### config.mk
export PLATFORM = sky130hd
export DESIGN_NAME = four_layer_pixel_compositor_core
export DESIGN_NICKNAME = d
export VERILOG_FILES = /design/src/hw/rtl/flc_pkg.sv /design/src/hw/rtl/four_layer_pixel_compositor_core.sv
export VERILOG_INCLUDE_DIRS = /design/src /design/src/hw/rtl
export SDC_FILE = /design/constraint.sdc
export NUM_CORES = 1
export LEC_CHECK = 0
export BUFFER_PORTS_ARGS = -buffer_cell sky130_fd_sc_hd__buf_2
export CAP_MARGIN = 40
export CORE_UTILIZATION = 50
export DETAILED_ROUTE_END_ITERATION = 10
export PLACE_DENSITY = 0.71
export SYNTH_ARGS = -nofsm -noshare
export SYNTH_HDL_FRONTEND = slang
export SYNTH_SLANG_ARGS = --single-unit
### constraint.sdc
create_clock -name i_clk -period 4.29 [get_ports i_clk]
set_input_delay 1.287 -clock i_clk [delete_from_list [all_inputs] [get_ports i_clk]]
set_output_delay 1.287 -clock i_clk [all_outputs]
set_load 0.005 [all_outputs]
### src/hw/rtl/assert_macros.svh
// Assertion macros shared by the RTL of the pixel compositor.
// Depends on a clock named i_clk and an active-low reset named i_rst_n in scope.
`ifndef ASSERT_MACROS_SVH
`define ASSERT_MACROS_SVH

// Checks that a condition holds at every clock edge outside reset.
`define CHK_ALWAYS(lbl, cond, msg) \
    lbl: assert property (@(posedge i_clk) disable iff (!i_rst_n) (cond)) else $error(msg);

// Checks that a trigger is followed by a consequence on the next clock edge.
`define CHK_NEXT(lbl, trig, cons, msg) \
    lbl: assert property (@(posedge i_clk) disable iff (!i_rst_n) (trig) |=> (cons)) \
        else $error(msg);

`endif

### src/hw/rtl/flc_pkg.sv
// Package of the four layer pixel compositor: constants, register indexes,
// and the single-layer paint function. Depends on nothing.
`default_nettype none

package flc_pkg;

    localparam int unsigned PIX_W     = 8;
    localparam int unsigned NUM_LAYER = 4;

    localparam logic [PIX_W-1:0] TRANSPARENT_INDEX = 8'hFF;
    localparam logic [PIX_W-1:0] UNSET_PRIO        = 8'hFF;
    localparam logic [PIX_W-1:0] ALPHA_THRESHOLD   = 8'd180;
    localparam logic [PIX_W-1:0] BACKDROP_INDEX    = 8'd0;

    // Layer slots in enable-mask order.
    localparam int unsigned SLOT_BG2_LAYOUT  = 0;
    localparam int unsigned SLOT_BG2_OBJECTS = 1;
    localparam int unsigned SLOT_BG1_LAYOUT  = 2;
    localparam int unsigned SLOT_BG1_OBJECTS = 3;

    // Blend mode codes.
    typedef enum logic [1:0] {
        BLEND_NORMAL      = 2'd0,
        BLEND_TRANSLUCENT = 2'd1,
        BLEND_ADDITION    = 2'd2,
        BLEND_DARK        = 2'd3
    } t_blend;

    // Configuration register indexes.
    typedef enum logic [2:0] {
        CFG_PRIORITY_MODE     = 3'd0,
        CFG_LAYER_ENABLE_MASK = 3'd1,
        CFG_BLEND_MODE_BITS   = 3'd2,
        CFG_ALPHA_BG2_LAYOUT  = 3'd3,
        CFG_ALPHA_BG2_OBJECTS = 3'd4,
        CFG_ALPHA_BG1_LAYOUT  = 3'd5,
        CFG_ALPHA_BG1_OBJECTS = 3'd6
    } t_cfg_idx;

    // A priority byte is high when it is nonzero and not the unset marker.
    function automatic logic is_high(input logic [PIX_W-1:0] prio);
        return (prio != '0) && (prio != UNSET_PRIO);
    endfunction

    // Paints one layer over the destination. A layer that is on and opaque
    // writes when it is not translucent, or its alpha passes the threshold,
    // or the destination is still transparent.
    function automatic logic [PIX_W-1:0] paint(
        input logic [PIX_W-1:0] dst,
        input logic             opaque_on,
        input logic             force_wr,
        input logic [PIX_W-1:0] src
    );
        logic wr;
        wr = opaque_on && (force_wr || (dst == TRANSPARENT_INDEX));
        return wr ? src : dst;
    endfunction

endpackage

`default_nettype wire

### src/hw/rtl/four_layer_pixel_compositor_core.sv
// Top level of the four layer pixel compositor: configuration registers and
// a three-stage pipeline. Depends on flc_pkg and assert_macros.svh.
//
//  Channel   Handshake            Payload
//  -------   ------------------   -------------------------------------------
//  input     i_valid / o_stall    four pixel indices, four priority bytes
//  output    o_valid / i_stall    o_out_pixel
//  config    i_cfg_we             i_cfg_idx, i_cfg_data
//
// An item passes from acceptance to o_valid through a flag stage, a
// stage that resolves each background and paints the bg2 layers, and an
// output stage that ranks the backgrounds and paints the bg1 layers.
// One item is accepted per cycle while the output is not stalled.
// A stall at the output backs up through the stages; o_stall rises only
// when all three stages are full. Reset clears the valid bits and loads
// the register reset values.
`default_nettype none
`include "assert_macros.svh"

module four_layer_pixel_compositor_core (
    input  wire logic                     i_clk,
    input  wire logic                     i_rst_n,

    input  wire logic                     i_cfg_we,
    input  wire logic [2:0]               i_cfg_idx,
    input  wire logic [7:0]               i_cfg_data,

    input  wire logic                     i_valid,
    output logic                          o_stall,
    input  wire logic [flc_pkg::PIX_W-1:0] i_bg1_layout_pixel,
    input  wire logic [flc_pkg::PIX_W-1:0] i_bg1_objects_pixel,
    input  wire logic [flc_pkg::PIX_W-1:0] i_bg2_layout_pixel,
    input  wire logic [flc_pkg::PIX_W-1:0] i_bg2_objects_pixel,
    input  wire logic [flc_pkg::PIX_W-1:0] i_bg1_layout_prio,
    input  wire logic [flc_pkg::PIX_W-1:0] i_bg1_objects_prio,
    input  wire logic [flc_pkg::PIX_W-1:0] i_bg2_layout_prio,
    input  wire logic [flc_pkg::PIX_W-1:0] i_bg2_objects_prio,

    output logic                          o_valid,
    input  wire logic                     i_stall,
    output logic [flc_pkg::PIX_W-1:0]     o_out_pixel
);

    // Configuration registers.
    logic                          r_prio_mode;
    logic [flc_pkg::NUM_LAYER-1:0] r_enable;
    logic [7:0]                    r_blend;
    logic [flc_pkg::PIX_W-1:0]     r_alpha [flc_pkg::NUM_LAYER];

    always_ff @(posedge i_clk) begin
        if (!i_rst_n) begin
            r_prio_mode <= 1'b0;
            r_enable    <= 4'hF;
            r_blend     <= 8'h00;
            for (int k = 0; k < flc_pkg::NUM_LAYER; k++) begin
                r_alpha[k] <= 8'hFF;
            end
        end else if (i_cfg_we) begin
            unique case (i_cfg_idx)
                flc_pkg::CFG_PRIORITY_MODE:     r_prio_mode <= i_cfg_data[0];
                flc_pkg::CFG_LAYER_ENABLE_MASK: r_enable    <= i_cfg_data[3:0];
                flc_pkg::CFG_BLEND_MODE_BITS:   r_blend     <= i_cfg_data;
                flc_pkg::CFG_ALPHA_BG2_LAYOUT:
                    r_alpha[flc_pkg::SLOT_BG2_LAYOUT]  <= i_cfg_data;
                flc_pkg::CFG_ALPHA_BG2_OBJECTS:
                    r_alpha[flc_pkg::SLOT_BG2_OBJECTS] <= i_cfg_data;
                flc_pkg::CFG_ALPHA_BG1_LAYOUT:
                    r_alpha[flc_pkg::SLOT_BG1_LAYOUT]  <= i_cfg_data;
                flc_pkg::CFG_ALPHA_BG1_OBJECTS:
                    r_alpha[flc_pkg::SLOT_BG1_OBJECTS] <= i_cfg_data;
                default: ;
            endcase
        end
    end

    // Pipeline flow control: a stage moves when it is empty or the next moves.
    logic r_v1, r_v2, r_v3;
    logic adv1, adv2, adv3;
    logic in_accept;

    assign adv3      = !r_v3 || !i_stall;
    assign adv2      = !r_v2 || adv3;
    assign adv1      = !r_v1 || adv2;
    assign o_stall   = !adv1;
    assign in_accept = i_valid && adv1;

    always_ff @(posedge i_clk) begin
        if (!i_rst_n) begin
            r_v1 <= 1'b0;
            r_v2 <= 1'b0;
            r_v3 <= 1'b0;
        end else begin
            if (adv1) begin
                r_v1 <= i_valid;
            end
            if (adv2) begin
                r_v2 <= r_v1;
            end
            if (adv3) begin
                r_v3 <= r_v2;
            end
        end
    end

    // Stage 1 inputs arranged by slot, with per-layer flags.
    logic [flc_pkg::PIX_W-1:0]     w_pix  [flc_pkg::NUM_LAYER];
    logic [flc_pkg::PIX_W-1:0]     w_prio [flc_pkg::NUM_LAYER];
    logic [flc_pkg::NUM_LAYER-1:0] w_op, w_hi, w_frc;

    always_comb begin
        w_pix[flc_pkg::SLOT_BG2_LAYOUT]   = i_bg2_layout_pixel;
        w_pix[flc_pkg::SLOT_BG2_OBJECTS]  = i_bg2_objects_pixel;
        w_pix[flc_pkg::SLOT_BG1_LAYOUT]   = i_bg1_layout_pixel;
        w_pix[flc_pkg::SLOT_BG1_OBJECTS]  = i_bg1_objects_pixel;
        w_prio[flc_pkg::SLOT_BG2_LAYOUT]  = i_bg2_layout_prio;
        w_prio[flc_pkg::SLOT_BG2_OBJECTS] = i_bg2_objects_prio;
        w_prio[flc_pkg::SLOT_BG1_LAYOUT]  = i_bg1_layout_prio;
        w_prio[flc_pkg::SLOT_BG1_OBJECTS] = i_bg1_objects_prio;
        for (int k = 0; k < flc_pkg::NUM_LAYER; k++) begin
            w_op[k]  = r_enable[k] && (w_pix[k] != flc_pkg::TRANSPARENT_INDEX);
            w_hi[k]  = flc_pkg::is_high(w_prio[k]);
            w_frc[k] = (flc_pkg::t_blend'(r_blend[2*k +: 2]) != flc_pkg::BLEND_TRANSLUCENT)
                    || (r_alpha[k] > flc_pkg::ALPHA_THRESHOLD);
        end
    end

    logic [flc_pkg::PIX_W-1:0]     r1_pix [flc_pkg::NUM_LAYER];
    logic [flc_pkg::NUM_LAYER-1:0] r1_op, r1_hi, r1_frc;

    always_ff @(posedge i_clk) begin
        if (in_accept) begin
            r1_pix <= w_pix;
            r1_op  <= w_op;
            r1_hi  <= w_hi;
            r1_frc <= w_frc;
        end
    end

    // Stage 2: pick each background's pixel and paint the bg2 layers.
    logic [flc_pkg::PIX_W-1:0] w_bg1, w_bg2, w_paint2;
    logic                      w_pres1, w_pres2, w_hi1, w_hi2;

    always_comb begin
        w_pres1 = r1_op[flc_pkg::SLOT_BG1_OBJECTS] || r1_op[flc_pkg::SLOT_BG1_LAYOUT];
        w_pres2 = r1_op[flc_pkg::SLOT_BG2_OBJECTS] || r1_op[flc_pkg::SLOT_BG2_LAYOUT];
        if (r1_op[flc_pkg::SLOT_BG1_OBJECTS]) begin
            w_bg1 = r1_pix[flc_pkg::SLOT_BG1_OBJECTS];
            w_hi1 = r1_hi[flc_pkg::SLOT_BG1_OBJECTS];
        end else begin
            w_bg1 = r1_pix[flc_pkg::SLOT_BG1_LAYOUT];
            w_hi1 = r1_hi[flc_pkg::SLOT_BG1_LAYOUT];
        end
        if (r1_op[flc_pkg::SLOT_BG2_OBJECTS]) begin
            w_bg2 = r1_pix[flc_pkg::SLOT_BG2_OBJECTS];
            w_hi2 = r1_hi[flc_pkg::SLOT_BG2_OBJECTS];
        end else begin
            w_bg2 = r1_pix[flc_pkg::SLOT_BG2_LAYOUT];
            w_hi2 = r1_hi[flc_pkg::SLOT_BG2_LAYOUT];
        end
        w_paint2 = flc_pkg::paint(flc_pkg::BACKDROP_INDEX,
                                  r1_op[flc_pkg::SLOT_BG2_LAYOUT],
                                  r1_frc[flc_pkg::SLOT_BG2_LAYOUT],
                                  r1_pix[flc_pkg::SLOT_BG2_LAYOUT]);
        w_paint2 = flc_pkg::paint(w_paint2,
                                  r1_op[flc_pkg::SLOT_BG2_OBJECTS],
                                  r1_frc[flc_pkg::SLOT_BG2_OBJECTS],
                                  r1_pix[flc_pkg::SLOT_BG2_OBJECTS]);
    end

    logic [flc_pkg::PIX_W-1:0] r2_bg1, r2_bg2, r2_paint;
    logic [flc_pkg::PIX_W-1:0] r2_p1l, r2_p1o;
    logic                      r2_pres1, r2_pres2, r2_hi1, r2_hi2;
    logic [1:0]                r2_op, r2_frc;

    always_ff @(posedge i_clk) begin
        if (adv2 && r_v1) begin
            r2_bg1   <= w_bg1;
            r2_bg2   <= w_bg2;
            r2_pres1 <= w_pres1;
            r2_pres2 <= w_pres2;
            r2_hi1   <= w_hi1;
            r2_hi2   <= w_hi2;
            r2_paint <= w_paint2;
            r2_p1l   <= r1_pix[flc_pkg::SLOT_BG1_LAYOUT];
            r2_p1o   <= r1_pix[flc_pkg::SLOT_BG1_OBJECTS];
            r2_op    <= r1_op[flc_pkg::SLOT_BG1_OBJECTS:flc_pkg::SLOT_BG1_LAYOUT];
            r2_frc   <= r1_frc[flc_pkg::SLOT_BG1_OBJECTS:flc_pkg::SLOT_BG1_LAYOUT];
        end
    end

    // Stage 3: rank the backgrounds, finish painting, and select by mode.
    // When both are present, bg1 loses only when it is low and bg2 is high.
    logic [flc_pkg::PIX_W-1:0] w_prio_out, w_paint_out;

    always_comb begin
        if (!r2_pres1) begin
            w_prio_out = r2_pres2 ? r2_bg2 : flc_pkg::BACKDROP_INDEX;
        end else if (!r2_pres2) begin
            w_prio_out = r2_bg1;
        end else begin
            w_prio_out = (r2_hi1 || !r2_hi2) ? r2_bg1 : r2_bg2;
        end
        w_paint_out = flc_pkg::paint(r2_paint, r2_op[0], r2_frc[0], r2_p1l);
        w_paint_out = flc_pkg::paint(w_paint_out, r2_op[1], r2_frc[1], r2_p1o);
    end

    logic [flc_pkg::PIX_W-1:0] r3_pixel;

    always_ff @(posedge i_clk) begin
        if (adv3 && r_v2) begin
            r3_pixel <= r_prio_mode ? w_prio_out : w_paint_out;
        end
    end

    assign o_valid     = r_v3;
    assign o_out_pixel = r3_pixel;

    // Assertions.
    `CHK_ALWAYS(a_stall_only_full, !o_stall || (r_v1 && r_v2 && r_v3 && i_stall), "input stalled while pipeline has room")
    `CHK_ALWAYS(a_no_transparent_out, !o_valid || (o_out_pixel != flc_pkg::TRANSPARENT_INDEX), "result carries the transparent index")
    `CHK_NEXT(a_accept_fills_s1, in_accept, r_v1, "accepted item did not enter the first stage")

endmodule

`default_nettype wire
==> reports/results.txt <==
fillcell total - 876
commonest non-fill, non-tap cell in the layout - edfxtp_1
hold buffers post-CTS - 0
FMAX - 300 MHz
Port Buffers - 89
Ports - 90
Die Footprint - 0.0126 sq mm
DR WL/cell - 17.8 um
layout cells sized above 1 - 34.4%
Die W - 112 um
Initial Util - 52.1%
Syn Area/Cell - 14.6 sq um
Post-CTS Setup Inserts - 0
Skew-Pair Late Insertion Delay - 0.41 ns
Post-Syn Instances - 416
Layout Nets - 605
vias in the first global route - 3845
DR vias/cell - 5.60
number of DRC markers in iteration 0 - 253
Power Density - 462 mW/mm^2
Detailed Route WL - 12100 um
total power - 3.39 mW
period utilization - 77.6%
Unique masters post-synth - 36
First-pass DRT Iterations - 8
remaining antenna violation count - 0
Yosys warning count - 0
CP Capture Type - primary output
Overflow after GRT - 0
sequential fraction of the synthesis area - 70.8%
Bufs on Longest Clock Path - 2
Die Y - 112 um
max_cap viols - 0
htree depth - 4
Resized cells post-CTS - 0
area occupied by multi-input gates - 0.00167 sq mm
area of the core - 0.0116 sq mm
number of diodes - 0
first-pass GRT wire length - 19500 um
TritonCTS clock tree - done
DR DRC count - 4
Final TNS setup - 0 ns
max_slew headroom - 41.8%
Clk Tree Root Cell - clkbuf_16
number of synthesized flops with an enable pin - 132
worst vdd rail ir drop - 0.262 mV
most frequent cells in the layout - edfxtp_1, buf_2, or2_2, nand4_1, inv_1
CTS buffer count - 17
Overall Global Routing Usage - 20.8%
Worst Skew - 0.0116 ns
actual slew at the worst max-slew pin - 0.869 ns
leakage power - 2.62 nW
row cnt - 39
startpoint class of the critical path - input pin
# setup viols final - 0
gp weighted congestion - 0.795
Final WS setup - 0.959 ns
Yosys reg bits - 148
syn_nets - 496
Reg area - 0.00428 sq mm
initial antenna violation count - 0
Most used DFF post-synth - edfxtp_1
area delta synth->final - 21.0%
post-DP HPWL - 8640 um
failing checks - design-rule violations
largest net degree at the start of global routing - 49
async set or reset register ratio after synthesis - 0%
Arrival @ worst endpoint - 2.04 ns
cell area after synthesis - 0.00605 sq mm
outcome - complete, but fails checks
Fin. Hold Viols - 0
RSZ-0062 raised after global routing - no
largest fanout on the critical path - 3
DP Worst Slack - 0.959 ns
Num Clock Sinks - 148
clock slew at reported path FFs - 0.06 ns
worst min path class - flop to flop
CP Data Required Time - 3.00 ns
Max Slew Vio Count - 0
Final min period - 3.33 ns
routed via count - 3815
Critical Setup Path Class - input pin to primary output
## cell families after synthesis
kind of cell,share of synthesized area [%]
multiplexers,6.98
AND/OR/NAND/NOR,12.9
flip-flops,70.8
AO/OA/AOI/OAI,7.40
buffers and inverters,1.92
## sequential cells by signal, summed over array words and instances (netlist names), 2 cells and up
name and count:
o_out_pixel 8, r2_op 2, r1_hi 4, r1_op 4
r2_p1l 8, r2_bg2 8, r_blend 8, r2_bg1 8
r_enable 4, r2_frc 2, r1_frc 4, r2_p1o 8
r1_pix 32, r2_paint 8, r_alpha 32
## per-layer routing
layer / track usage, % / vias to the layer above / wire length, um
li1: - / 1831 / -
met1: 26.8 / 1835 / 5330
met2: 33.5 / 124 / 5860
met3: 5.18 / 25 / 648
met4: 9.69 / 0 / 257
met5: 0 / - / 0
## power by group
part | internal (mW) | switching (mW)
Clock | 0.981 | 0.537
Combinational | 0.0747 | 0.0979
Sequential | 1.66 | 0.0383
Total | 2.71 | 0.673
## layout make-up
class,instances,area share [%]
flip-flops and latches,148,58.5
multi-input cells,237,22.8
repair buffers,97,6.80
clock buffers,21,6.15
well taps,143,2.44
clock inverters,11,2.15
inverters,24,1.23
## final timing paths
path	startpoint	to	slack (ns)	cells after the start
max reg2reg	r_v2	r1_pix[24]	2.27	4
max	i_stall	o_stall	0.96	4
min reg2reg	r1_frc[3]	r2_frc[1]	0.43	0
min	r1_frc[3]	r2_frc[1]	0.43	0
## critical path, cell delays in order
cell and delay [ns]:
buf_2 0.10, and3_1 0.24, and2_1 0.26, buf_2 0.15
## synth_stat cells, types with 2 or more instances
| library cell | count | share of area [%] |
|---|---|---|
| nor3_1 | 2 | 0.17 |
| nor2_1 | 8 | 0.50 |
| nand3_1 | 4 | 0.33 |
| nand2_1 | 19 | 1.2 |
| inv_1 | 23 | 1.4 |
| clkbuf_1 | 7 | 0.43 |
| and2_1 | 3 | 0.31 |
| nor4_1 | 8 | 0.83 |
| a32oi_1 | 2 | 0.29 |
| a221oi_1 | 15 | 2.2 |
| o21ai_0 | 19 | 1.6 |
| dfxtp_1 | 16 | 5.3 |
| a21oi_1 | 10 | 0.83 |
| o21a_1 | 7 | 0.87 |
| nor2b_1 | 14 | 1.4 |
| mux2_2 | 18 | 3.3 |
| nand2_2 | 2 | 0.21 |
| or2_2 | 34 | 3.5 |
| nand3b_1 | 4 | 0.50 |
| mux2i_1 | 22 | 3.6 |
| nand2b_1 | 4 | 0.41 |
| edfxtp_1 | 132 | 65 |
| nand4_1 | 30 | 3.1 |
## stage by stage
step	util [%]	instance area (sq um)	std cells	hold WS [ns]
2_1_floorplan	-	6050	416	0.400
6_report	63.1	7330	681	0.427
3_5_place_dp	57.9	6720	649	0.414
3_3_place_gp	57.7	6710	646	0.401
5_1_grt	63.1	7330	681	0.428
4_1_cts	63.1	7330	681	0.428
No activity file was read; power rests on OpenSTA's default activity.
